[src/hdl/sbcb_pkg.sv]
// sbcb_pkg: shared types and constants for the smooth band color blend core
// no dependencies; imported by every module of the block
package sbcb_pkg;

   // fixed field widths
   localparam int SAMPLE_W  = 16;
   localparam int EDGE_W    = 18;
   localparam int DIV_W     = 17;
   localparam int CHAN_W    = 16;
   localparam int NUM_CHAN  = 4;
   localparam int COLOR_W   = CHAN_W * NUM_CHAN;
   localparam int CSR_IDX_W = 3;

   // register indexes
   localparam logic [CSR_IDX_W-1:0] REG_LOWER_THR  = 3'd0;
   localparam logic [CSR_IDX_W-1:0] REG_UPPER_THR  = 3'd1;
   localparam logic [CSR_IDX_W-1:0] REG_LOWER_SOFT = 3'd2;
   localparam logic [CSR_IDX_W-1:0] REG_UPPER_SOFT = 3'd3;
   localparam logic [CSR_IDX_W-1:0] REG_INSIDE     = 3'd4;
   localparam logic [CSR_IDX_W-1:0] REG_OUTSIDE    = 3'd5;
   localparam logic [CSR_IDX_W-1:0] REG_INVERT     = 3'd6;

   // register reset values
   localparam logic [SAMPLE_W-1:0] RST_LOWER_THR  = 16'd1638;
   localparam logic [SAMPLE_W-1:0] RST_UPPER_THR  = 16'd2048;
   localparam logic [SAMPLE_W-1:0] RST_LOWER_SOFT = 16'd205;
   localparam logic [SAMPLE_W-1:0] RST_UPPER_SOFT = 16'd205;
   localparam logic [COLOR_W-1:0]  RST_INSIDE     = 64'hFFFF_0000_0000_0000;
   localparam logic [COLOR_W-1:0]  RST_OUTSIDE    = 64'h0000_0000_0000_1000;

   // where a sample sits against the band
   typedef logic [1:0] zone_type;
   localparam zone_type ZONE_INSIDE  = 2'd0;
   localparam zone_type ZONE_OUTSIDE = 2'd1;
   localparam zone_type ZONE_RAMP_LO = 2'd2;
   localparam zone_type ZONE_RAMP_HI = 2'd3;

   // band edge settings
   typedef struct packed {
      logic [SAMPLE_W-1:0] lower_thr;
      logic [SAMPLE_W-1:0] upper_thr;
      logic [SAMPLE_W-1:0] lower_soft;
      logic [SAMPLE_W-1:0] upper_soft;
   } band_cfg_type;

   // color settings
   typedef struct packed {
      logic [COLOR_W-1:0] inner;
      logic [COLOR_W-1:0] outside;
      logic               invert;
   } color_cfg_type;

endpackage

[src/hdl/sbcb_mix.sv]
// sbcb_mix: per channel color blend, products then rounded saturating sum
// depends on sbcb_pkg; its second stage is the result register of the core
module sbcb_mix import sbcb_pkg::*; #(
   parameter int FRAC_BITS = 12
) (
   input  logic                             clock,
   input  logic                             reset,
   input  color_cfg_type                    color_cfg,
   input  logic                             in_valid,
   output logic                             in_ready,
   input  logic [FRAC_BITS:0]               in_weight,
   output logic                             out_valid,
   input  logic                             out_ready,
   output logic [NUM_CHAN-1:0][CHAN_W-1:0]  out_chan
);

   localparam int PW = CHAN_W + FRAC_BITS + 1;
   localparam logic [FRAC_BITS:0] ONE  = {1'b1, {FRAC_BITS{1'b0}}};
   localparam logic [PW:0]        HALF = (PW+1)'(1) << (FRAC_BITS - 1);

   logic               v1_ff, v2_ff;
   logic               en1, en2;
   logic [COLOR_W-1:0] col_a, col_b;
   logic [FRAC_BITS:0] w_inv;
   logic [PW-1:0]      pa_ff [NUM_CHAN];
   logic [PW-1:0]      pb_ff [NUM_CHAN];
   logic [NUM_CHAN-1:0][CHAN_W-1:0] chan_ff;

   // stall chain
   assign en2      = !v2_ff || out_ready;
   assign en1      = !v1_ff || en2;
   assign in_ready = en1;

   // color at zero weight is a, at full weight b
   assign col_a = color_cfg.invert ? color_cfg.inner : color_cfg.outside;
   assign col_b = color_cfg.invert ? color_cfg.outside : color_cfg.inner;
   assign w_inv = ONE - in_weight;

   always_ff @(posedge clock) begin
      if (reset) begin
         v1_ff <= 1'b0;
         v2_ff <= 1'b0;
      end else begin
         if (en1) begin
            v1_ff <= in_valid;
         end
         if (en2) begin
            v2_ff <= v1_ff;
         end
      end
   end

   for (genvar k = 0; k < NUM_CHAN; k++) begin : g_chan
      logic [CHAN_W-1:0] ca, cb;
      logic [PW:0]       sum;
      logic [CHAN_W+1:0] r;

      assign ca = col_a[COLOR_W-1-CHAN_W*k -: CHAN_W];
      assign cb = col_b[COLOR_W-1-CHAN_W*k -: CHAN_W];

      // stage 1: the two weighted products
      always_ff @(posedge clock) begin
         if (en1) begin
            pa_ff[k] <= PW'(ca) * PW'(w_inv);
            pb_ff[k] <= PW'(cb) * PW'(in_weight);
         end
      end

      // stage 2: round, scale, saturate
      assign sum = {1'b0, pa_ff[k]} + {1'b0, pb_ff[k]} + HALF;
      assign r   = sum[PW:FRAC_BITS];

      always_ff @(posedge clock) begin
         if (en2) begin
            chan_ff[k] <= (|r[CHAN_W+1:CHAN_W]) ? {CHAN_W{1'b1}} : r[CHAN_W-1:0];
         end
      end
   end

   assign out_valid = v2_ff;
   assign out_chan  = chan_ff;

endmodule

[config.mk]
export PLATFORM = sky130hd
export DESIGN_NAME = sbcb_mix
export DESIGN_NICKNAME = d
export VERILOG_FILES = /design/src/hdl/sbcb_pkg.sv /design/src/hdl/sbcb_mix.sv
export SDC_FILE = /design/constraint.sdc
export NUM_CORES = 2
export LEC_CHECK = 0
export ABC_AREA = 1
export ABC_CLOCK_PERIOD_IN_PS = 11800
export BUFFER_PORTS_ARGS = -buffer_cell sky130_fd_sc_hd__buf_2
export CAP_MARGIN = 20
export CORE_MARGIN = 2
export CORE_UTILIZATION = 45
export CTS_BUF_LIST = sky130_fd_sc_hd__clkbuf_4 sky130_fd_sc_hd__clkbuf_8
export DETAILED_ROUTE_END_ITERATION = 10
export GPL_TIMING_DRIVEN = 0
export PLACE_DENSITY_LB_ADDON = 0.3
export SETUP_SLACK_MARGIN = 0.1
export SYNTH_ARGS = -nofsm -noshare
export SYNTH_HDL_FRONTEND = slang
export SYNTH_SLANG_ARGS = --single-unit
[constraint.sdc]
create_clock -name clock -period 11.8 [get_ports clock]
set_input_delay 1.77 -clock clock [delete_from_list [all_inputs] [get_ports clock]]
set_output_delay 1.77 -clock clock [all_outputs]
set_load 0.1 [all_outputs]
# After elaboration in Yosys (flattened, before gate mapping)
# Memories as Yosys holds them, arrays and structs flattened.
# Cells that the tools add are included.
[op_classes]
n_reduce_logical = 8
n_mux = 4
multipliers = 8
n_addsub = 9
[op_table]
columns = ["cell", "count"]
rows = [
  ["16-bit by 13-bit multiplier with 29-bit output", 8],
  ["64-bit two-way mux", 2],
  ["29-bit by 29-bit adder with 30-bit output", 4],
  ["30-bit by 12-bit adder with 30-bit output, second input constant", 4],
  ["13-bit subtractor, first input constant", 1],
  ["2-bit OR reduction", 4],
  ["1-bit logical NOT", 2],
  ["1-bit logical OR", 2],
  ["1-bit two-way mux", 2],
]
[word_totals]
ram_bits = 232
out_inout_bits = 66
elab_cells = 37
input_bits = 146
register_bits = 66
mem_count = 2
[memory_table]
columns = ["memory", "words", "width", "rd", "rd_ports_with_merged_regs", "wr", "line", "source"]
rows = [
  ["pa_ff", 4, 29, 4, 0, 4, "sbcb_mix.sv:25", "logic [PW-1:0] pa_ff [NUM_CHAN];"],
  ["pb_ff", 4, 29, 4, 0, 4, "sbcb_mix.sv:26", "logic [PW-1:0] pb_ff [NUM_CHAN];"],
]

# Longest topological paths before layout
[depth]
depth_word = 5
mapped_depth = 35
ltp_nobuf = 31

# Least setup slack after synthesis
# No wires, ideal clock.
[synth_path]
path_type = "input to register"
start = "input port out_ready"
end = "memory pa_ff[0][0] (netlist name) (enable)"
arrival_time_ps = 7688
slack_ps = 1439
n_path_buf = 0
setup_ps = 2673
path_stages = 2
required_ps = 9127
path_cell_list = "inv_1 nand3_1"
[synth_rtl]
columns = ["element", "line", "source"]
rows = [
  ["start, declared", "sbcb_mix.sv:13", "input logic out_ready,"],
  ["end, declared", "sbcb_mix.sv:25", ""],
]

==> results.sh <==
export IMPL_cts_buffer_depth=3
export IMPL_synth_enable_flop_cells=296
export IMPL_hold_buffers=0
export IMPL_clk_pin_slew_worst_paths_ns=0.07
export IMPL_timing_slew_headroom_pct=12.66
export IMPL_r2r_cells=13
export IMPL_syn_cell_area_mm2=0.07303
export IMPL_grt_start_max_net_pins=61
export IMPL_maxCapViolations=0
export IMPL_synth_top_family_by_area="adder cells"
export IMPL_ios=212
export IMPL_worstSetupPathType="in -> reg"
export IMPL_wl_per_cell_um=22.35
export IMPL_reg2reg_slack_ns=8.80
export IMPL_cts_sink_count=298
export IMPL_die_w_um=406.8
export IMPL_critPathTopFamily="adder cells"
export IMPL_setup_viol=0
export IMPL_syn_num_nets=11520
export IMPL_dr_pass1_iters=6
export IMPL_period_share_pct=85.34
export IMPL_drt_iter0_drc=5686
export IMPL_grt_pass1_wl_um=395200
export IMPL_period_needed_ns=10.07
export IMPL_start_util_pct=45.38
export IMPL_synthMuxAreaShare_pct=0
export IMPL_r2r_end="out_chan[7]"
export IMPL_syn2layout_area_growth_pct=8.058
export IMPL_synthFlopType="edfxtp_1"
export IMPL_hold_viol=0
export IMPL_status="finished clean"
export IMPL_synth_seq_cells=298
export IMPL_grt_busiest_layer="met2"
export IMPL_maxSlewViolCount=0
export IMPL_cts_htree_levels=2
export IMPL_root_buffer="clkbuf_8"
export IMPL_yosysWarnings=0
export IMPL_yosysSeqAreaShare_pct=12.23
export IMPL_async_reset_ff_share_pct=0
export IMPL_cp_num_buf_inv=8
export IMPL_crit_required_ns=12.24
export IMPL_hold_worst_slack_ns=0.4936
export IMPL_place_ws_ns=1.210
export IMPL_portBuffers=204
export IMPL_gp_congestion=1.031
export IMPL_dieArea_mm2=0.1655
export IMPL_tightest_slew_ns=1.310
export IMPL_path_max_fanout=10
export IMPL_drtAntennaViolNets=0
export IMPL_ys_types=43
export IMPL_fmax_mhz=99.30
export IMPL_hpwl_um=227000
export IMPL_via_per_inst=5.379
export IMPL_final_util_pct=49.03
export IMPL_insertion_delay_ns=0.81
export IMPL_cts_resized=0
export IMPL_rsz0062_at_grt="no"
export IMPL_final_cell_mix="nand2_1 (2364), inv_1 (2063), fa_1 (1232)"
export IMPL_met3_usage_pct=9.269
export IMPL_cp_start_kind="input port"
export IMPL_num_rows=147
export IMPL_r2r_start="pa_ff[0][18]"
export IMPL_finClkSkew_ns=0.08710
export IMPL_fin_ws_ns=1.729
export IMPL_dr_total_vias=63880
export IMPL_wirelength_um=265400
export IMPL_netlist_instances=9330
export IMPL_crit_slowest_cell="clkbuf_1"
export IMPL_core_area_mm2=0.1609
export IMPL_worstSetupEndpointType="flop"
export IMPL_final_common_cell="nand2_1"
export IMPL_overflow=0
export IMPL_synthSimpleGateAreaFrac_pct=20.45
export IMPL_first_global_vias=64550
export IMPL_synth_compound_area_share_pct=4.907
export IMPL_whs_endpoint="out_valid"
export IMPL_antenna_found_initial=21
export IMPL_postCtsSetupBuffers=0
export IMPL_hp_start="v1_ff"
export IMPL_fin_nets=11850
export IMPL_grt_use_total_pct=32.46
export IMPL_numCtsBuffers=56
export IMPL_synth_fa_ha_area_share_pct=47.70
export IMPL_use_met1_pct=43.08
export IMPL_slowest_delay_ns=0.82
export IMPL_drive_gt1_share_pct=5.315
export IMPL_synthXorXnorAreaFrac_pct=2.519
export IMPL_hold_path_class="reg -> reg"
export IMPL_cts_tree="built"
export IMPL_worstPathArrival_ns=10.51
export IMPL_chipHeight_um=406.8
export IMPL_grtUsageMet2_pct=48.56
export IMPL_syn_avg_cell_area_um2=7.827
export IMPL_post_route_drc_count=0
export IMPL_min_path_cells=2
-- worst min-delay path, delay by kind of cell, from the launching register on --
family	cells	cell delay [ns]
compound gates	1	0.06
buf+inv	1	0.06
flops	1	0.33
-- how the worst max path moves through the flow --
| stage | cells past startpoint | end | from | slack (ns) |
|---|---|---|---|---|
| after detailed placement | 27 | pa_ff[0][26] | in_weight[1] | 1.21 |
| after global placement | 4 | in_ready | out_ready | -2.59 |
| after CTS | 27 | pa_ff[0][26] | in_weight[1] | 2.05 |
| after floorplan | 2 | pa_ff[0][0] | out_ready | 1.44 |
| final | 27 | pa_ff[0][26] | in_weight[1] | 1.73 |
| after global routing | 27 | pa_ff[0][26] | in_weight[1] | 1.70 |
-- flip-flops by register name, summed over array words and instances (netlist names) --
signal and cells:
out_valid 1, pa_ff 116, pb_ff 116, v1_ff 1
out_chan 64
-- layer usage --
metal | wire length (µm) | up-vias
li1 | - | 28790
met5 | 379 | -
met4 | 14580 | 8
met2 | 111800 | 3018
met1 | 109500 | 31450
met3 | 29150 | 611
-- synth_stat cells, types with 10 or more instances --
master    count  share of area (%)
nand3_1     222                1.5
nor2_1      999                5.1
clkbuf_1    152               0.78
o21bai_1     35               0.36
buf_2        49               0.34
inv_1      2063                 11
a21oi_1     303                2.1
xnor2_1      80               0.96
inv_2        22               0.11
nor4_1       11              0.094
edfxtp_1    296                 12
xor2_1      130                1.6
or2_2        33               0.28
a21o_1       33               0.34
o21a_1       10               0.10
o21ai_0     169                1.2
nand4_1      66               0.57
a31oi_1      27               0.23
o21ai_1      57               0.39
clkinv_1     26               0.13
ha_1        813                 14
nor3_1       62               0.42
fa_1       1232                 34
nand2_1    2365                 12
-- final cells by class --
type	count	area, µm²
diodes	5	12.51
inverters	2111	7924
fillers	15980	82020
flip-flops and latches	298	8929
multi-input cells	6697	55210
repair buffers	273	1911
clock buffers	70	875.8
well taps	2160	2703
clock inverters	36	350.3
plain buffers	224	993.5
-- logic make-up (layout without fill, tap and decap cells) --
| family | count (synthesis) | count (layout) |
|---|---|---|
| AND/OR/NAND/NOR | 3785 | 3785 |
| buffers and inverters | 2335 | 2714 |
| adder cells (fa/ha/maj) | 2045 | 2045 |
| AO/OA/AOI/OAI | 657 | 657 |
| flip-flops | 298 | 298 |
| XOR/XNOR | 210 | 210 |
| other | 0 | 5 |
-- metrics by stage --
| step | area [µm²] | TNS [ns] | instances |
|---|---|---|---|
| 6_report | 78910 | 0 | 11870 |
| 5_1_grt | 78900 | 0 | 11870 |
| 4_1_cts | 78750 | 0 | 11860 |
| 3_5_place_dp | 77520 | 0 | 11750 |
| 3_3_place_gp | 76750 | -366.67 | 11690 |
| 2_1_floorplan | 73030 | 0 | 9330 |
Power is not shown: default switching activity piles up to over one toggle a cycle in this logic, so the estimate is an artifact.
