$ cat src/hdl/sbcb_pkg.sv
// sbcb_pkg: shared types and constants for the smooth band color blend core
// no dependencies; imported by every module of the block
package sbcb_pkg;

   // fixed field widths
   localparam int SAMPLE_W  = 16;
   localparam int EDGE_W    = 18;
   localparam int DIV_W     = 17;
   localparam int CHAN_W    = 16;
   localparam int NUM_CHAN  = 4;
   localparam int COLOR_W   = CHAN_W * NUM_CHAN;
   localparam int CSR_IDX_W = 3;

   // register indexes
   localparam logic [CSR_IDX_W-1:0] REG_LOWER_THR  = 3'd0;
   localparam logic [CSR_IDX_W-1:0] REG_UPPER_THR  = 3'd1;
   localparam logic [CSR_IDX_W-1:0] REG_LOWER_SOFT = 3'd2;
   localparam logic [CSR_IDX_W-1:0] REG_UPPER_SOFT = 3'd3;
   localparam logic [CSR_IDX_W-1:0] REG_INSIDE     = 3'd4;
   localparam logic [CSR_IDX_W-1:0] REG_OUTSIDE    = 3'd5;
   localparam logic [CSR_IDX_W-1:0] REG_INVERT     = 3'd6;

   // register reset values
   localparam logic [SAMPLE_W-1:0] RST_LOWER_THR  = 16'd1638;
   localparam logic [SAMPLE_W-1:0] RST_UPPER_THR  = 16'd2048;
   localparam logic [SAMPLE_W-1:0] RST_LOWER_SOFT = 16'd205;
   localparam logic [SAMPLE_W-1:0] RST_UPPER_SOFT = 16'd205;
   localparam logic [COLOR_W-1:0]  RST_INSIDE     = 64'hFFFF_0000_0000_0000;
   localparam logic [COLOR_W-1:0]  RST_OUTSIDE    = 64'h0000_0000_0000_1000;

   // where a sample sits against the band
   typedef logic [1:0] zone_type;
   localparam zone_type ZONE_INSIDE  = 2'd0;
   localparam zone_type ZONE_OUTSIDE = 2'd1;
   localparam zone_type ZONE_RAMP_LO = 2'd2;
   localparam zone_type ZONE_RAMP_HI = 2'd3;

   // band edge settings
   typedef struct packed {
      logic [SAMPLE_W-1:0] lower_thr;
      logic [SAMPLE_W-1:0] upper_thr;
      logic [SAMPLE_W-1:0] lower_soft;
      logic [SAMPLE_W-1:0] upper_soft;
   } band_cfg_type;

   // color settings
   typedef struct packed {
      logic [COLOR_W-1:0] inner;
      logic [COLOR_W-1:0] outside;
      logic               invert;
   } color_cfg_type;

endpackage

$ cat src/hdl/sbcb_edge.sv
// sbcb_edge: band edge setup and sample classification, two pipeline stages
// depends on sbcb_pkg
module sbcb_edge import sbcb_pkg::*; (
   input  logic               clock,
   input  logic               reset,
   input  band_cfg_type       band_cfg,
   input  logic               in_valid,
   output logic               in_ready,
   input  logic [SAMPLE_W-1:0] in_sample,
   output logic               out_valid,
   input  logic               out_ready,
   output zone_type           out_zone,
   output logic [DIV_W-1:0]   out_num,
   output logic [DIV_W-1:0]   out_den
);

   logic                     v1_ff, v2_ff;
   logic                     en1, en2;
   logic signed [EDGE_W-1:0] lt0, ut0, lo0, hi0, ltc;
   logic signed [EDGE_W-1:0] lo_in, lt_in, ut_in, hi_in;
   logic signed [EDGE_W-1:0] x_ff, lo_ff, lt_ff, ut_ff, hi_ff;
   logic signed [EDGE_W-1:0] d_lo, d_lt, d_ut, d_hi;
   zone_type                 zone_in, zone_ff;
   logic [DIV_W-1:0]         num_in, den_in, num_ff, den_ff;

   // stall chain
   assign en2      = !v2_ff || out_ready;
   assign en1      = !v1_ff || en2;
   assign in_ready = en1;

   // outer edges, clamp and swap
   always_comb begin
      lt0 = EDGE_W'($signed(band_cfg.lower_thr));
      ut0 = EDGE_W'($signed(band_cfg.upper_thr));
      lo0 = lt0 - EDGE_W'($signed(band_cfg.lower_soft));
      hi0 = ut0 + EDGE_W'($signed(band_cfg.upper_soft));
      ltc = (lt0 > ut0) ? ut0 : lt0;
      if (ltc < lo0) begin
         lo_in = ltc;
         lt_in = lo0;
      end else begin
         lo_in = lo0;
         lt_in = ltc;
      end
      if (ut0 > hi0) begin
         ut_in = hi0;
         hi_in = ut0;
      end else begin
         ut_in = ut0;
         hi_in = hi0;
      end
   end

   // stage 1: sample and edges
   always_ff @(posedge clock) begin
      if (reset) begin
         v1_ff <= 1'b0;
      end else if (en1) begin
         v1_ff <= in_valid;
      end
      if (en1) begin
         x_ff  <= EDGE_W'($signed(in_sample));
         lo_ff <= lo_in;
         lt_ff <= lt_in;
         ut_ff <= ut_in;
         hi_ff <= hi_in;
      end
   end

   // classification and ramp operands
   always_comb begin
      d_lo = x_ff - lo_ff;
      d_lt = lt_ff - lo_ff;
      d_ut = x_ff - ut_ff;
      d_hi = hi_ff - ut_ff;
      num_in = '0;
      den_in = DIV_W'(1);
      if (x_ff >= lt_ff && x_ff <= ut_ff) begin
         zone_in = ZONE_INSIDE;
      end else if (x_ff <= lo_ff || x_ff >= hi_ff) begin
         zone_in = ZONE_OUTSIDE;
      end else if (x_ff < lt_ff) begin
         zone_in = ZONE_RAMP_LO;
         num_in  = d_lo[DIV_W-1:0];
         den_in  = d_lt[DIV_W-1:0];
      end else begin
         zone_in = ZONE_RAMP_HI;
         num_in  = d_ut[DIV_W-1:0];
         den_in  = d_hi[DIV_W-1:0];
      end
   end

   // stage 2: zone and divider operands
   always_ff @(posedge clock) begin
      if (reset) begin
         v2_ff <= 1'b0;
      end else if (en2) begin
         v2_ff <= v1_ff;
      end
      if (en2) begin
         zone_ff <= zone_in;
         num_ff  <= num_in;
         den_ff  <= den_in;
      end
   end

   assign out_valid = v2_ff;
   assign out_zone  = zone_ff;
   assign out_num   = num_ff;
   assign out_den   = den_ff;

endmodule

$ cat config.mk
export PLATFORM = sky130hd
export DESIGN_NAME = sbcb_edge
export DESIGN_NICKNAME = d
export VERILOG_FILES = /design/src/hdl/sbcb_pkg.sv /design/src/hdl/sbcb_edge.sv
export SDC_FILE = /design/constraint.sdc
export NUM_CORES = 1
export LEC_CHECK = 0
export BUFFER_PORTS_ARGS = -buffer_cell sky130_fd_sc_hd__buf_2
export CAP_MARGIN = 20
export CORE_ASPECT_RATIO = 1.25
export CORE_MARGIN = 4
export CORE_UTILIZATION = 45
export CTS_BUF_LIST = sky130_fd_sc_hd__clkbuf_8
export DETAILED_ROUTE_END_ITERATION = 8
export GPL_TIMING_DRIVEN = 0
export PLACE_DENSITY = 0.65
export REMOVE_ABC_BUFFERS = 1
export SETUP_SLACK_MARGIN = 0.05
export SKIP_CTS_REPAIR_TIMING = 1
export SYNTH_ARGS = -nofsm -noshare
export SYNTH_HDL_FRONTEND = slang
export SYNTH_SLANG_ARGS = --single-unit
$ cat constraint.sdc
create_clock -name clock -period 5.4 [get_ports clock]
set_clock_uncertainty 0.05 [all_clocks]
set_input_delay 0.27 -clock clock [delete_from_list [all_inputs] [get_ports clock]]
set_output_delay 0.27 -clock clock [all_outputs]
set_load 0.02 [all_outputs]
## Word-level counts from Yosys, hierarchy flattened

Index checks and enable logic that the tools add are counted.

| word-level totals | value |
|---|---|
| register bits after elaboration | 126 |
| input port bits | 84 |
| word-level logic and storage cells | 41 |

| cells by class | value |
|---|---|
| $add $sub $neg | 6 |
| magnitude comparators | 8 |
| mux-type cells | 9 |
| reduce and logical (&&, ||, !) cells | 7 |

Operator list:

| operator | number |
|---|---|
| 18-bit 2-to-1 mux | 5 |
| 16-bit by 18-bit >= comparator with 1-bit output | 2 |
| 16-bit by 18-bit less-or-equal comparator with 1-bit output | 2 |
| 17-bit 2-to-1 mux | 2 |
| 16-bit by 17-bit subtractor with 17-bit output | 2 |
| 17-bit subtractor | 2 |
| 16-bit by 18-bit < comparator with 1-bit output | 1 |
| 18-bit by 17-bit < comparator with 1-bit output | 1 |
| 16-bit by 16-bit adder with 17-bit output | 1 |
| 16-bit by 17-bit greater-than comparator with 1-bit output | 1 |
| 16-bit by 16-bit subtractor with 17-bit output | 1 |
| 16-bit greater-than comparator | 1 |
| 1-bit logical OR | 3 |
| 1-bit zero test | 2 |
| 1-bit 2-to-1 mux | 2 |
| 2-bit OR reduction | 1 |
| 1-bit logical AND | 1 |

## Logic depth before layout (Yosys ltp)

| logic depth | value |
|---|---|
| depth after elaboration | 4 |
| mapped depth | 22 |
| gate-level depth less buffers | 20 |

## Worst setup path before layout

OpenSTA, ideal clock, no wires.

| timing path | value |
|---|---|
| path type | input to register |
| from | input band_cfg[37] (netlist bit) |
| to | register lo_ff[1] (data pin) |
| data arrival time | 4.932 ns |
| required time | 5.088 ns |
| slack | 0.156 ns |
| stages on the path | 20 |
| path buffers | 1 |
| cell sequence | inv_1 > ha_1 > a211oi_1 > o21ai_0 > a21oi_1 > o31ai_1 > mux2i_1 > nor2_1 > clkbuf_1 > mux2i_1 > inv_1 > ha_1 > o21ai_0 > a21oi_1 > a221o_1 > or3_1 > or4_1 > a31o_2 > mux2_4 > mux2_1 |

| between the ends | value |
|---|---|
| word-level cells in the longest chain between the ends | 4 |

Ends and longest elaborated chain:

| what | RTL line | RTL |
|---|---|---|
| start: declaration | sbcb_edge.sv:6 | `input band_cfg_type band_cfg,` |
| 16-bit greater-than comparator | sbcb_edge.sv:37 | `ltc = (lt0 > ut0) ? ut0 : lt0;` |
| 18-bit 2-to-1 mux (*) | sbcb_edge.sv:37 |  |
| 18-bit by 17-bit < comparator with 1-bit output | sbcb_edge.sv:38 | `if (ltc < lo0) begin` |
| 18-bit 2-to-1 mux (*) | sbcb_edge.sv:38 |  |
| via lo_in[1] | sbcb_edge.sv:20 | `logic signed [EDGE_W-1:0] lo_in, lt_in, ut_in, hi_in;` |
| end signal: assignment | sbcb_edge.sv:63 | `lo_ff <= lo_in;` |
| end: declaration | sbcb_edge.sv:21 | `logic signed [EDGE_W-1:0] x_ff, lo_ff, lt_ff, ut_ff, hi_ff;` |

The timed path passes the listed nets; every way through them passes the cells marked *.
A chain may end at the register's enable or synchronous reset.

## Final worst setup path

| timing path | value |
|---|---|
| from | input band_cfg[33] (netlist bit) |
| to | register lo_ff[1] (data pin) |

The elaborated chain is that of the path after synthesis.

==> parameters.txt <==
Parameter                              Value

Run status
  Result of the run    complete, no violations

Die
  Die X-Extent    about 150 microns
  Full die area    0.0283 sq mm
  Placeable core area    0.0253 sq mm
  Effective utilization at floorplan    0.456
  Boundary pin count    approximately 120
  Die Y    ~190 microns
  Cell row count    65

Logic synthesis
  Netlist area before placement    between 0.01 and 0.015 sq mm
  Distinct cells, synth    between 60 and 70
  Fraction of synthesized cell area taken by the top area cell type    0.312
  Dominant cell by count in the synthesized netlist    sky130_fd_sc_hd__ha_1
  Top post-synthesis cells by area    sky130_fd_sc_hd__edfxtp_1, sky130_fd_sc_hd__ha_1, sky130_fd_sc_hd__mux2i_1
  Share of synthesized registers carrying an async set or reset    0
  Avg Synthesized Cell Area    9.45 sq um
  Largest area contributor in the synthesized netlist    sky130_fd_sc_hd__edfxtp_1
  Yosys synthesis warning count    0
  Top flip-flop cell by instance count after synthesis    sky130_fd_sc_hd__edfxtp_1
  Leading cell types by count after synthesis    sky130_fd_sc_hd__ha_1, sky130_fd_sc_hd__inv_1, sky130_fd_sc_hd__edfxtp_1, sky130_fd_sc_hd__nor2_1, sky130_fd_sc_hd__a21oi_1
  Gate Count Post-Synth    1221
  Seq/Total Area, Yosys    0.316
  Synth Register Bits    122
  Post-synth EDFFs    120

Timing
  Fin. max-slew vios    0
  Summed negative setup slack over all endpoints    0 ps
  Slew headroom    0.465
  Endpoints failing hold    0
  Final cycle utilization of the critical path    0.964
  Endpoints failing setup    0
  Measured slew at the worst slew-check pin    783 ps
  Least setup slack across all paths after layout    192 ps
  Worst hold slack across all endpoints    between 100 and 150 ps
  Maximum frequency from static timing analysis    192 MHz
  Post-route minimum period    ~5200 ps

Clock tree
  CTS sink count    ~120
  Number of H-tree branching levels    4
  Clock slew at reported path FFs    80 ps
  Buffer cell driving the clock tree root    sky130_fd_sc_hd__clkbuf_8
  Number of buffers created by CTS    17
  Clock tree from TritonCTS    done
  Maximum root-to-sink buffer count    2
  Insertion delay of the later-clocked pin in the worst-skew pair    450 ps

Worst setup path
  Kind of cell adding the most delay to the critical path    compound AO/OA/AOI/OAI gates
  Type of the worst setup path    primary input to flip-flop
  Peak per-stage delay on the critical path    450 ps
  Worst reg-to-reg path cell count    20
  Internal reg-to-reg setup slack    350 ps
  Critical path cell sequence    buf_2 > inv_1 > ha_1 > a21oi_1 > o21ai_0 > a21oi_1 > mux2i_2 > nor2_4 > buf_8 > mux2i_2 > inv_1 > ha_1 > a211oi_1 > o21ai_1 > a221o_1 > or3_1 > or4_1 > a31o_2 > mux2_8 > mux2_1
  Endpoint of the worst-slack reg-to-reg timing path    out_num[16]$_SDFFCE_PP0P_
  Data required time at the worst endpoint    5550 ps
  Arrival time at the worst endpoint    5350 ps
  Critical Path Sink Type    flip-flop
  Kind of start point of the critical path    primary input
  Cell count along the critical path    20
  Critical-path top delay cell    sky130_fd_sc_hd__or4_1
  CP bufs+invs    4
  Critical path fanouts, max    16
  R2R Path Start    x_ff[4]$_DFFE_PP_

Placement
  Area after DPL    0.0126 sq mm
  Port Buf Inserts    roughly 120
  GPL Wtd Cong    0.876
  HPWL after detailed placement    23900 microns
  Worst-case setup slack after placement    -714 ps
  Inst Count DP    1666

Drt
  Post-route ant nets    0
  Count of routing violations after the opening detailed-route iteration    about 460
  Wirelength, routed    between 20000 and 30000 microns
  Detailed-route DRC error count    0
  Routed via count divided by cell count    5.43
  Routed WL per cell    17.0 microns
  Pre-antenna DRT Iters    5
  Total vias in the final route    9379

Global routing
  Routing usage on met2    0.360
  Global router's overall resource usage    0.206
  Global-route wire length before repair    46400 microns
  Global-route track usage on met3    0.0298
  Via count of the first global-routing pass    9458
  Maximum number of pins on one net before global-route repair    72
  Aggregate global routing overflow    0
  Antenna violations before repair    0
  Most used routing layer in global routing    met2
  Met1 Track Usage GR    0.250

Power and ir drop
  Peak supply drop    between 0.15 and 0.2 mV
  Pwr Total    about 5.9 mW
  Power per cell area    442 mW/mm^2
  Leakage power    6.61 nW

Cells and area
  Antenna cell count    0
  Final-stage net count    1665
  Fin util    0.531
  Final Non-Filler Cells    1727
  Synth-to-layout area growth    16.4%
  Layout Cell Area excl Fill    0.0134 sq mm
  Layout cells sized above 1    0.148
  Number of fill cells in the layout    2265

Worst hold path
  Hold Path End    out_valid$_SDFFE_PP0P_
  Startpoint of the lowest-slack hold path    out_ready
  Number of instances on the worst hold path    4
  Kind of path behind the tightest hold check    primary input to flip-flop

Run
  Max Cap Violations    0
-- worst register-to-register path, stage by stage (launching register included) --
cell,delay (ps)
sky130_fd_sc_hd__edfxtp_1,490
sky130_fd_sc_hd__ha_1,370
sky130_fd_sc_hd__and3_1,200
sky130_fd_sc_hd__o21ai_0,200
sky130_fd_sc_hd__a31oi_2,150
sky130_fd_sc_hd__o21ai_4,240
sky130_fd_sc_hd__a41oi_4,240
sky130_fd_sc_hd__buf_12,250
sky130_fd_sc_hd__mux2_2,260
sky130_fd_sc_hd__ha_1,160
sky130_fd_sc_hd__inv_1,50
sky130_fd_sc_hd__fa_1,400
sky130_fd_sc_hd__a21oi_1,210
sky130_fd_sc_hd__o21ai_0,190
sky130_fd_sc_hd__or4_1,500
sky130_fd_sc_hd__nand3_1,130
sky130_fd_sc_hd__o2111ai_1,140
sky130_fd_sc_hd__o211ai_1,190
sky130_fd_sc_hd__o21ai_1,150
sky130_fd_sc_hd__xnor2_1,160
sky130_fd_sc_hd__nor2_1,50
-- report_power, final --
group	leakage (nW)	switching [mW]	total, mW	internal [mW]
combinational	5.06	1.99	3.47	1.48
sequential	1.32	0.148	1.54	1.39
clock	0.222	0.409	0.922	0.512
total	6.61	2.55	5.93	3.38
-- registers in the layout, summed over array words and instances, names as in the netlist, 2 cells and up --
signal	flops
lt_ff	17
out_den	17
out_num	17
lo_ff	17
ut_ff	17
hi_ff	17
x_ff	16
out_zone	2
-- area by class of cell --
cell class | count | area (sq um) | share of cell area
flip-flops and latches | 122 | 3640 | 0.271
clock inverters | 15 | 211 | 0.0157
clock buffers | 17 | 234 | 0.0174
repair buffers | 154 | 978 | 0.0728
multi-input cells | 921 | 7330 | 0.546
inverters | 163 | 612 | 0.0455
well taps | 335 | 419 | 0.0312
-- how the worst max path moves through the flow --
stage	startpoint	end	slack, ps
global route	band_cfg[47]	lo_ff[1]$_DFFE_PP_	-40
global placement	x_ff[5]$_DFFE_PP_	out_num[12]$_SDFFCE_PP0P_	-3340
finish	band_cfg[33]	lo_ff[1]$_DFFE_PP_	190
floorplan	x_ff[4]$_DFFE_PP_	out_num[12]$_SDFFCE_PP0P_	-1180
detailed placement	band_cfg[47]	lo_ff[1]$_DFFE_PP_	-710
CTS	x_ff[4]$_DFFE_PP_	out_num[12]$_SDFFCE_PP0P_	-310
-- cells by family after synthesis --
kind of cell               share of synthesized area
AOI/OAI and AO/OA                              0.155
xor gates and xnor gates                      0.0478
adders and majority gates                      0.222
buffers and inverters                         0.0605
DFF                                            0.316
muxes                                         0.0823
and+or+nand+nor                                0.116
-- cells in the final DEF, fill, tap and decap left out, types with 16 or more instances in the layout --
master | Yosys | layout
sky130_fd_sc_hd__ha_1 | 197 | 197
sky130_fd_sc_hd__inv_1 | 163 | 163
sky130_fd_sc_hd__buf_2 | 0 | 121
sky130_fd_sc_hd__edfxtp_1 | 120 | 120
sky130_fd_sc_hd__nor2_1 | 103 | 102
sky130_fd_sc_hd__a21oi_1 | 95 | 95
sky130_fd_sc_hd__mux2i_1 | 81 | 76
sky130_fd_sc_hd__o21ai_0 | 52 | 50
sky130_fd_sc_hd__nand2_1 | 44 | 43
sky130_fd_sc_hd__xnor2_1 | 39 | 39
sky130_fd_sc_hd__xor2_1 | 24 | 24
sky130_fd_sc_hd__nand2b_1 | 23 | 23
sky130_fd_sc_hd__nor3_1 | 24 | 23
sky130_fd_sc_hd__a21o_1 | 22 | 22
sky130_fd_sc_hd__nand3_1 | 21 | 21
sky130_fd_sc_hd__o21a_1 | 18 | 18
sky130_fd_sc_hd__dlygate4sd3_1 | 0 | 18
sky130_fd_sc_hd__clkbuf_8 | 0 | 17
sky130_fd_sc_hd__nor2b_1 | 16 | 16
-- metal layers --
| metal | part of all wire | vias to the layer above |
|---|---|---|
| met5 | 0 | - |
| met4 | 0.037 | 0 |
| met3 | 0.036 | 50 |
| met2 | 0.50 | 194 |
| met1 | 0.42 | 4374 |
| li1 | - | 4761 |
(Power assumes the default switching activity.)
