==> src/hdl/sbcb_pkg.sv <==
// sbcb_pkg: shared types and constants for the smooth band color blend core
// no dependencies; imported by every module of the block
package sbcb_pkg;

   // fixed field widths
   localparam int SAMPLE_W  = 16;
   localparam int EDGE_W    = 18;
   localparam int DIV_W     = 17;
   localparam int CHAN_W    = 16;
   localparam int NUM_CHAN  = 4;
   localparam int COLOR_W   = CHAN_W * NUM_CHAN;
   localparam int CSR_IDX_W = 3;

   // register indexes
   localparam logic [CSR_IDX_W-1:0] REG_LOWER_THR  = 3'd0;
   localparam logic [CSR_IDX_W-1:0] REG_UPPER_THR  = 3'd1;
   localparam logic [CSR_IDX_W-1:0] REG_LOWER_SOFT = 3'd2;
   localparam logic [CSR_IDX_W-1:0] REG_UPPER_SOFT = 3'd3;
   localparam logic [CSR_IDX_W-1:0] REG_INSIDE     = 3'd4;
   localparam logic [CSR_IDX_W-1:0] REG_OUTSIDE    = 3'd5;
   localparam logic [CSR_IDX_W-1:0] REG_INVERT     = 3'd6;

   // register reset values
   localparam logic [SAMPLE_W-1:0] RST_LOWER_THR  = 16'd1638;
   localparam logic [SAMPLE_W-1:0] RST_UPPER_THR  = 16'd2048;
   localparam logic [SAMPLE_W-1:0] RST_LOWER_SOFT = 16'd205;
   localparam logic [SAMPLE_W-1:0] RST_UPPER_SOFT = 16'd205;
   localparam logic [COLOR_W-1:0]  RST_INSIDE     = 64'hFFFF_0000_0000_0000;
   localparam logic [COLOR_W-1:0]  RST_OUTSIDE    = 64'h0000_0000_0000_1000;

   // where a sample sits against the band
   typedef logic [1:0] zone_type;
   localparam zone_type ZONE_INSIDE  = 2'd0;
   localparam zone_type ZONE_OUTSIDE = 2'd1;
   localparam zone_type ZONE_RAMP_LO = 2'd2;
   localparam zone_type ZONE_RAMP_HI = 2'd3;

   // band edge settings
   typedef struct packed {
      logic [SAMPLE_W-1:0] lower_thr;
      logic [SAMPLE_W-1:0] upper_thr;
      logic [SAMPLE_W-1:0] lower_soft;
      logic [SAMPLE_W-1:0] upper_soft;
   } band_cfg_type;

   // color settings
   typedef struct packed {
      logic [COLOR_W-1:0] inner;
      logic [COLOR_W-1:0] outside;
      logic               invert;
   } color_cfg_type;

endpackage

==> src/hdl/sbcb_div.sv <==
// sbcb_div: pipelined restoring divider, one quotient bit per stage
// depends on sbcb_pkg; gives t = floor(num * 2^FRAC_BITS / den) for num < den
module sbcb_div import sbcb_pkg::*; #(
   parameter int FRAC_BITS = 12
) (
   input  logic                 clock,
   input  logic                 reset,
   input  logic                 in_valid,
   output logic                 in_ready,
   input  zone_type             in_zone,
   input  logic [DIV_W-1:0]     in_num,
   input  logic [DIV_W-1:0]     in_den,
   output logic                 out_valid,
   input  logic                 out_ready,
   output zone_type             out_zone,
   output logic [FRAC_BITS-1:0] out_quot
);

   wire  [FRAC_BITS:0]   en;
   logic                 v_ff    [FRAC_BITS];
   zone_type             zone_ff [FRAC_BITS];
   logic [DIV_W-1:0]     rem_ff  [FRAC_BITS];
   logic [DIV_W-1:0]     den_ff  [FRAC_BITS];
   logic [FRAC_BITS-1:0] q_ff    [FRAC_BITS];

   assign en[FRAC_BITS] = out_ready;
   assign in_ready      = en[0];

   for (genvar s = 0; s < FRAC_BITS; s++) begin : g_stage
      logic                 v_prev;
      zone_type             zone_prev;
      logic [DIV_W-1:0]     rem_prev, den_prev, rem_in;
      logic [FRAC_BITS-1:0] q_prev, q_in;
      logic [DIV_W:0]       r2;
      logic                 ge;

      // stage input: module port or previous stage
      if (s == 0) begin : g_first
         assign v_prev    = in_valid;
         assign zone_prev = in_zone;
         assign rem_prev  = in_num;
         assign den_prev  = in_den;
         assign q_prev    = '0;
      end else begin : g_next
         assign v_prev    = v_ff[s-1];
         assign zone_prev = zone_ff[s-1];
         assign rem_prev  = rem_ff[s-1];
         assign den_prev  = den_ff[s-1];
         assign q_prev    = q_ff[s-1];
      end

      assign en[s] = !v_ff[s] || en[s+1];

      // one shift, compare and subtract step
      always_comb begin
         r2     = {rem_prev, 1'b0};
         ge     = (r2 >= {1'b0, den_prev});
         rem_in = ge ? DIV_W'(r2 - {1'b0, den_prev}) : r2[DIV_W-1:0];
         q_in   = {q_prev[FRAC_BITS-2:0], ge};
      end

      always_ff @(posedge clock) begin
         if (reset) begin
            v_ff[s] <= 1'b0;
         end else if (en[s]) begin
            v_ff[s] <= v_prev;
         end
         if (en[s]) begin
            zone_ff[s] <= zone_prev;
            rem_ff[s]  <= rem_in;
            den_ff[s]  <= den_prev;
            q_ff[s]    <= q_in;
         end
      end
   end

   assign out_valid = v_ff[FRAC_BITS-1];
   assign out_zone  = zone_ff[FRAC_BITS-1];
   assign out_quot  = q_ff[FRAC_BITS-1];

endmodule

==> config.mk <==
export PLATFORM = sky130hd
export DESIGN_NAME = sbcb_div
export DESIGN_NICKNAME = d
export VERILOG_FILES = /design/src/hdl/sbcb_pkg.sv /design/src/hdl/sbcb_div.sv
export SDC_FILE = /design/constraint.sdc
export NUM_CORES = 1
export LEC_CHECK = 0
export BUFFER_PORTS_ARGS = -buffer_cell sky130_fd_sc_hd__buf_2
export CAP_MARGIN = 20
export CORE_UTILIZATION = 40
export CTS_BUF_LIST = sky130_fd_sc_hd__clkbuf_2 sky130_fd_sc_hd__clkbuf_4 sky130_fd_sc_hd__clkbuf_8
export DETAILED_ROUTE_END_ITERATION = 7
export GPL_TIMING_DRIVEN = 0
export PLACE_DENSITY = 0.66
export SETUP_SLACK_MARGIN = 0.5
export SKIP_LAST_GASP = 1
export SLEW_MARGIN = 20
export SYNTH_ARGS = -nofsm -noshare
export SYNTH_HDL_FRONTEND = slang
export SYNTH_SLANG_ARGS = --single-unit
==> constraint.sdc <==
create_clock -name clock -period 3.6 [get_ports clock]
set_input_delay 0.72 -clock clock [delete_from_list [all_inputs] [get_ports clock]]
set_output_delay 0.72 -clock clock [all_outputs]
set_load 0.02 [all_outputs]
* Yosys cells after proc, flatten, opt, wreduce, memory -nomap -nowiden
Memories as Yosys holds them, arrays and structs flattened. Index checks and enable logic that the tools add are counted.
Word-level totals: bits in registers 0, bits in writable memories 588, input port bits 40, output and inout port bits 16, logic and storage cells 139, memories kept 5
Operators by class: add/subtract/negate cells 12, magnitude comparators 12, mux-type cells 74, bitwise logic cells 12, reduce and logical (&&, ||, !) cells 24
Memory list:
- den_ff | words 12, bits a word 17, rd ports 11, clocked after memory_dff 0, wr ports 12, RTL line sbcb_div.sv:23 | logic [DIV_W-1:0] den_ff [FRAC_BITS];
- rem_ff | words 12, bits a word 17, rd ports 11, clocked after memory_dff 0, wr ports 12, RTL line sbcb_div.sv:22 | logic [DIV_W-1:0] rem_ff [FRAC_BITS];
- q_ff | words 12, bits a word 12, rd ports 12, clocked after memory_dff 0, wr ports 12, RTL line sbcb_div.sv:24 | logic [FRAC_BITS-1:0] q_ff [FRAC_BITS];
- zone_ff | words 12, bits a word 2, rd ports 12, clocked after memory_dff 0, wr ports 12, RTL line sbcb_div.sv:21 | zone_type zone_ff [FRAC_BITS];
- v_ff | words 12, bits a word 1, rd ports 12, clocked after memory_dff 0, wr ports 12, RTL line sbcb_div.sv:20 | logic v_ff [FRAC_BITS];
Operators by type and width (count):
- >= comparator 18 x 17 -> 1 bit | 12
- two-way mux 17 bit | 12
- subtractor 17 bit | 12
- two-way mux 1 bit | 62
- zero test 1 bit | 12
- logical OR 1 bit | 12
- OR 1 bit | 12

* Longest topological paths before layout
Gate-level depths: netlist of the first run. An unclocked memory read counts as a cell.
depth after elaboration 18, depth in mapped cells 12, mapped depth without buffers 10

* Least setup slack after synthesis of the first run
No wires, ideal clock.
path kind in2out, from input port out_ready, to output port in_ready, data arrival time 2.944 ns, required time 2.880 ns, setup slack -0.064 ns, stages on the path 7, buffers on the path 0, path through and4b_1 and3_1 and2_1 and3_1 and3_1 and2_0 nand2_1
On the way: word-level cells in the longest chain between the ends 12
Ends and longest elaborated chain:
- start: declaration | RTL line sbcb_div.sv:14 | input logic out_ready,
- logical OR 1 bit (12 in a row) | RTL line sbcb_div.sv:52 | assign en[s] = !v_ff[s] || en[s+1];
- end: declaration | RTL line sbcb_div.sv:9 | output logic in_ready,
Every way passes these cells.

==> results of run 1 <==
## critical path, cell delays in order (launching register included)
cell	delay, ps
edfxtp_1	360
and4b_2	250
and3_4	200
and2_4	160
and3_4	190
and3_4	200
and2_4	170
nand2_8	70
buf_6	150
## registers in the layout, indices dropped and copies added (netlist names)
name,count
rem_ff,187
zone_ff,24
den_ff,187
q_ff,78
v_ff,12
## cells in the mapped netlist, drive strengths merged (4+ instances only)
master     n  area, um2
edfxtp   488      14700
inv      265        995
ha       203       2540
a21oi    178        891
nand2    135        507
o21ai    129        653
nor2     126        473
mux2      87       1000
xnor2     83        727
a21o      63        473
xor2      52        455
nand3     41        205
clkbuf    39        146
o21a      36        270
nor2b     34        213
nand2b    33        206
nor3      31        155
a31oi     30        203
nand4     29        181
a211oi    19        148
and3      18        113
buf       18        114
mux2i     17        170
o21bai    17        128
or2       17        106
o31ai     16        139
o211ai    15        113
nor3b     13        103
and2      11       68.8
fa        11        220
a211o      9       78.8
nor4       9       56.3
o31a       9       78.8
or3        9       56.3
a21boi     8       60.1
o211a      7       70.1
a2111oi    6       71.3
a221oi     5       43.8
o221ai     5       43.8
o22ai      5       31.3
nand3b     4       30.0
o311ai     4       35.0
## stage by stage
| stage | utilization | hold WS (ps) | std cells | cell area, um2 |
|---|---|---|---|---|
| after floorplan | - | 400 | 2382 | 27500 |
| after global placement | 0.428 | 401 | 3310 | 28900 |
| after detailed placement | 0.429 | 405 | 3316 | 29000 |
| after CTS | 0.457 | 174 | 3481 | 30900 |
| after global routing | 0.462 | 195 | 3503 | 31200 |
| final | 0.462 | 244 | 3503 | 31200 |
## worst paths after layout
check / start / end / slack (ps)
max: v_ff[11]$_DFFE_PP_ / in_ready / 470
min: in_zone[0] / zone_ff[0][0]$_DFFE_PP_ / 240
max reg2reg: rem_ff[6][8]$_DFFE_PP_ / rem_ff[7][15]$_DFFE_PP_ / 540
min reg2reg: zone_ff[0][6]$_DFFE_PP_ / zone_ff[1][0]$_DFFE_PP_ / 400
## layer usage
layer,up-vias,track usage,part of all wire
met5,-,0,0
met2,455,0.316,0.50
li1,9132,-,-
met1,8985,0.218,0.43
met3,113,0.0294,0.044
met4,0,0.0713,0.032
## layout make-up
class | count | area [um2]
Timing Repair Buffer | 97 | 679
Clock inverter | 38 | 299
Timing Repair inverter | 1 | 5.00
Tap cell | 873 | 1090
Multi-Input combinational cell | 1573 | 11800
Fill cell | 6241 | 36400
Sequential cell | 488 | 14700
Buffer | 57 | 304
Inverter | 265 | 998
Clock buffer | 111 | 1370
## repair_timing
item	in CTS	in global routing
setup endpoints to repair	141	124
gates resized for setup	35	37
pin swaps	10	7
setup buffers	15	21
cloned	1	1
## kinds of logic after synthesis
kind of cell	count (synthesis)
DFF	488
muxes	104
and+or+nand+nor	527
AOI/OAI and AO/OA	592
xor gates and xnor gates	135
adders and majority gates	214
buffers and inverters	322
## report_power, final
group / total [mW] / switching (mW) / internal [mW]
combinational: 12.3 / 6.74 / 5.54
sequential: 9.52 / 0.939 / 8.59
clock: 5.02 / 2.26 / 2.77
==> flow_results.org, run 1 <==
** Status
- The flow ran to the end, and the final reports show no timing, DRC or antenna violations.

** Setup path
- Of all nets on the critical path, the largest fanout is 4.
- STA classifies the critical path endpoint as a primary output.
- At the worst endpoint, the required time is 2880 ps.
- Path depth of the worst reg2reg path :: 11
- The worst setup path is of the flop to primary output kind.
- The worst setup path is launched from a flop.
- At the worst endpoint, the arrival time is 2410 ps.

** Clocking
- Cts bufs inserted :: 84
- Clock edge transition at the registers on the reported setup and hold paths :: 60 ps
- The clock passes through at most 3 buffers.
- Number of buffers added to fix hold violations after cts :: 0
- The H-tree was split into 3 levels.
- Clk Tree Root Cell :: clkbuf_8
- TritonCTS built the clock tree.
- Skew-Pair Late Insertion Delay :: 670 ps
- CTS sink cnt :: 488

** Die
- Die Footprint :: 0.0698 mm2
- 56 I/O pins were placed.
- Measured along the x axis, the die boundary spans 264 um.
- Die height :: 264 um
- For this configuration, the core starts out at a cell density of 0.407.
- Floorplan row count :: 95
- In this run the standard cell core region covers 0.0675 mm2.

** Layout
- Number of antenna cells inserted :: 0
- Area growth, synth to finish :: 13.4%
- Commonest cells after routing, fill and taps aside :: 488 x edfxtp_1, 258 x inv_1, 200 x ha_1
- The library cell used most frequently in the layout, excluding fill and tap cells, is edfxtp_1.
- At the end of the flow, the number of nets in the layout was 2821.
- Proportion of layout cells with a drive suffix above 1 :: 0.157

** Synthesis
- EDFF count, synth :: 488
- The number of nets in the synthesized netlist is 2636.
- Sequential element share of the synthesized area :: 0.533
- Yosys warning count :: 0
- The synthesized netlist occupies a cell area of 0.0275 mm2.
- The portion of synthesized area spent on multiplexers is 0.0427.
- The share of the synthesized area in compound gates (AO/OA/AOI/OAI) is 0.139.
- The cell count after synthesis came out at 2382.
- Xor/xnor share of the synthesized area :: 0.0430
- Main combinational cell family by area after synthesis :: compound AO/OA/AOI/OAI gates
- The most used flip-flop cell after synthesis is edfxtp_1.
- Of the total synthesized cell area, the portion taken by full adders, half adders and majority gates is 0.100.
- Counting distinct cell types in the post-synthesis netlist gives 82.
- Post-synthesis async set-or-reset flop share :: 0
- Simple-gate share of the synthesized area :: 0.0959
- Mean post-synth cell area :: 11.5 um2
- Counting flops and latches in the post-synthesis netlist gives 488.

** Drt
- After detailed routing, the total wire length is 63300 um.
- Routed wire length per instance :: 18.1 um
- Final ANT Viol Nets :: 0
- The final route contains 18.7k vias.
- Iteration-0 DRC count of the detailed router :: 1163
- After detailed routing, the number of vias per cell comes to 5.33.
- Number of remaining DRC errors :: 0
- The first detailed-routing pass ran for 6 iterations.

** Place
- Worst slack at placement :: -292 ps
- Once detailed placement completed, the half-perimeter wirelength came to 48000 um.
- Final RePlAce weighted congestion :: 0.894
- PortBufs :: 55

** Pwr
- Peak supply drop :: 362 uV
- The analysis attributes to cell leakage a power of 13.0 nW.
- Final Total Pwr :: 26.8 mW
- Power spread over the standard cell area amounts to 861 mW/mm2.

** STA
- The final hold violation count is 0.
- In the finished design, the share of the clock period the worst path needs comes to 0.869.
- Between clock sinks in the finished design, the worst skew comes to 39.6 ps.
- The max-slew violation count is 0.
- In the post-route analysis, the smallest setup slack over all paths is 471 ps.
- Upper clock frequency limit :: 0.320 GHz
- Setup repair after global routing missed its margin :: true
- Setup violation total in the final timing report :: 0
- Final period demand of the worst path :: 3130 ps
- Post-route setup TNS :: 0 ps
- In this run the tightest slew margin relative to its limit is 0.324.
- Transition time at the pin with the least slew margin :: 1010 ps

** Global route
- The number of antenna violations at the first check in global routing is 0.
- Sum of overflow across all layers after global routing :: 0
- Wire length of the first global-routing pass :: 98800 um
- Entering global routing, the biggest net connects 43 pins.
- For this run, the total global-route usage over all layers was measured as 0.180.
- Number of global-route vias before repair :: 18.6k

** Run
- The tool flagged a number of max-cap violations equal to 0.

** Hold path
- Along the worst hold path, the cell count comes to 1.
- The path class of the tightest hold or removal check is input pin to flop.
Power figures use the tool's default switching activity.
==> inputs of run 2 (changes only) <==
==> constraint.sdc (replaced) <==
create_clock -name clock -period 3.6 [get_ports clock]
set_input_delay 0.54 -clock clock [delete_from_list [all_inputs] [get_ports clock]]
set_output_delay 0.54 -clock clock [all_outputs]
set_load 0.02 [all_outputs]
==> run 2 against run 1 <==
Power barely moved. Die area did not move. Via count is 0.31% lower. Highest routed layer unchanged.
==> flow_results.org, run 2 (synthesized netlist as in run 1, its figures left out) <==
** Die
- Top-level port count :: 56 (unchanged)
- The initial cell density of the core came to 0.407 (unchanged).
- The width of the die was 264 um (unchanged).
- The area of the core came to 0.0675 mm2 (unchanged).
- Die height :: 264 um (unchanged)
- The overall die area is 0.0698 mm2 (unchanged).
- Floorplan row count :: 95 (unchanged)

** STA
- The max-slew violation count came to 0 (unchanged).
- Slew Limit Headroom :: 0.398 (+0.0747)
- Upper clock frequency limit :: 0.327 GHz (+2.3%)
- The setup violation total in the final timing report is 0 (unchanged).
- Setup repair after global routing missed its margin :: true
- Post-route setup TNS :: 0 ps (unchanged)
- The worst-case hold slack is 66.6 ps (-177 ps).
- The worst-margin pin slew came to 902 ps (-109 ps).
- Final Hold Vio Count :: 0 (unchanged)
- Share of the clock period used by the worst path :: 0.849 (-0.0199)
- The final critical-path required period came to 3060 ps (-71.8 ps).
- Setup clock skew after layout :: 32.6 ps (-6.96 ps)

** Place
- The number of buffer cells added on primary ports was 55 (unchanged).
- Final RePlAce weighted congestion :: 0.911 (+1.9%)
- The HPWL reported at the end of detailed placement is 46800 um (-2.5%).

** Setup path
- The worst register-to-register path begins at rem_ff[6][8]$_DFFE_PP_.
- Among all stages on the critical path, the largest delay is contributed by edfxtp_1.
- Buffer and inverter count on the worst path :: 3 (+2)
- Data arrival time at the worst-slack endpoint :: 3460 ps (+1050 ps)
- The critical path is of the flop to flop type.
- The worst setup slack for register-to-register paths came to 540 ps (about the same).
- Number of stages on the worst setup path :: 11 (+3)
- The largest driver fanout on the critical path came to 7 (+3).
- The critical path data required time came to 4000 ps (+1120 ps).
- The most critical setup path has its startpoint at rem_ff[6][8]$_DFFE_PP_.
- Cell type group with the largest total delay on the critical path :: compound AO/OA/AOI/OAI gates
- The worst-case reg-to-reg path depth is 11 (unchanged).
- Walking the worst path, the cells encountered are ha_1, buf_6, a21o_1, a211oi_2, buf_4, a211o_1, o21ai_2, or3b_4, a31oi_4, buf_12, mux2_2.
- The worst setup path is launched from a flop.
- The worst setup path is captured at a flop.
- The longest individual stage delay on the worst path is 400 ps (+40 ps).

** Drt
- The detailed-route vias per instance is 5.34 (+0.18%).
- Routed wire length per instance :: 17.7 um (-2.0%)
- Number of remaining DRC errors :: 0 (unchanged)
- Via count of the routed design :: 18.6k (-0.31%)
- The iteration count of the initial detailed-routing pass came to 5 (-1).
- Final ANT Viol Nets :: 0 (unchanged)
- The DRC marker count from the first detailed-route iteration was 1236 (+6.3%).
- Post-Route WL :: 61700 um (-2.5%)

** Layout
- Commonest non-fill, non-tap cell in the layout :: edfxtp_1
- In the final layout, the registers with the most flip-flops are den_ff (187), rem_ff (187), q_ff (78).
- Commonest cells after routing, fill and taps aside :: 488 x edfxtp_1, 258 x inv_1, 200 x ha_1
- The share of cells above drive strength 1 is 0.151 (-0.00587).
- Area growth, synth to finish :: 13.2%
- Final-stage net count :: 2808 (-0.46%)
- Number of antenna cells inserted :: 0 (unchanged)

** Status
- The flow ran to the end, and the final reports show no timing, DRC or antenna violations.

** Clocking
- TritonCTS built the clock tree.
- Number of buffers added to fix hold violations after cts :: 0 (unchanged)
- The total CTS buffers was 84 (unchanged).
- Clk Tree Root Cell :: clkbuf_8
- The total number of clock tree sinks came to 488 (unchanged).
- The clock-pin slew on the worst setup and hold paths came to 60 ps (about the same).
- Number of H-tree levels :: 3 (unchanged)
- Maximum clock insertion buffer count :: 3 (unchanged)
- Skew-Pair Late Insertion Delay :: 660 ps (about the same)

** Global route
- Number of global-route vias before repair :: 18.6k (+0.016%)
- The global-route wire length before repair is 97300 um (-1.5%).
- Sum of overflow across all layers after global routing :: 0 (unchanged)
- All-Layer GR Usage :: 0.175 (-0.00407)
- Largest net degree at the start of global routing :: 42 (-2.3%)
- The number of antenna violations at the first check in global routing is 0 (unchanged).

** Hold path
- Cells on Worst Hold Path :: 1 (unchanged)
- Class of the tightest hold or removal check :: input pin to flop
- Worst hold start :: in_zone[1]

** Pwr
- The power density over the cells was 862 mW/mm2 (+0.10%).
- Peak supply drop :: 300 uV (-17%)
- Static Leak :: 12.9 nW (-0.39%)
- Final Total Pwr :: 26.8 mW (about the same)

** Run
- MaxCap Viol Count :: 0 (unchanged)
==> run 2: per-stage QoR <==
stage          instance area [um2]  instances  worst slack [ps]  utilization
3_5_place_dp                 29000       3317              -389        0.430
3_3_place_gp                 28900       3310              -112        0.427
2_1_floorplan                27500       2382               586            -
6_report                     31100       3486               543        0.461
4_1_cts                      30900       3475               319        0.458
5_1_grt                      31100       3486               443        0.461
==> run 2: what timing repair did <==
action | 4_1_cts | 5_1_grt
cloned | 1 | 0
pin swaps | 8 | 4
hold endpoints to repair | 0 | 0
endpoints found under the setup margin | 134 | 106
setup buffers | 12 | 11
resized for setup | 31 | 35
==> run 2: cell type report <==
type | instances | area (um2)
Buffer | 57 | 294
Clock buffer | 106 | 1340
Clock inverter | 39 | 314
Fill cell | 6213 | 36400
Inverter | 265 | 995
Multi-Input combinational cell | 1573 | 11800
Sequential cell | 488 | 14700
Tap cell | 873 | 1090
Timing Repair Buffer | 85 | 619
==> run 2: path summary, 6_finish.rpt <==
path	endpoint
worst max-delay path	rem_ff[7][5]$_DFFE_PP_
worst min-delay path	zone_ff[0][1]$_DFFE_PP_
worst max register to register	rem_ff[7][5]$_DFFE_PP_
worst min register to register	q_ff[2][15]$_DFFE_PP_
==> run 2: routing by layer <==
metal,track usage,share of wire
met1,0.213,0.43
met2,0.308,0.50
met3,0.0302,0.040
met4,0.0693,0.035
met5,0,0
==> run 2: report_power, final <==
part | switching (mW) | internal [mW]
sequential | 0.910 | 8.58
clock | 2.21 | 2.79
combinational | 6.78 | 5.53
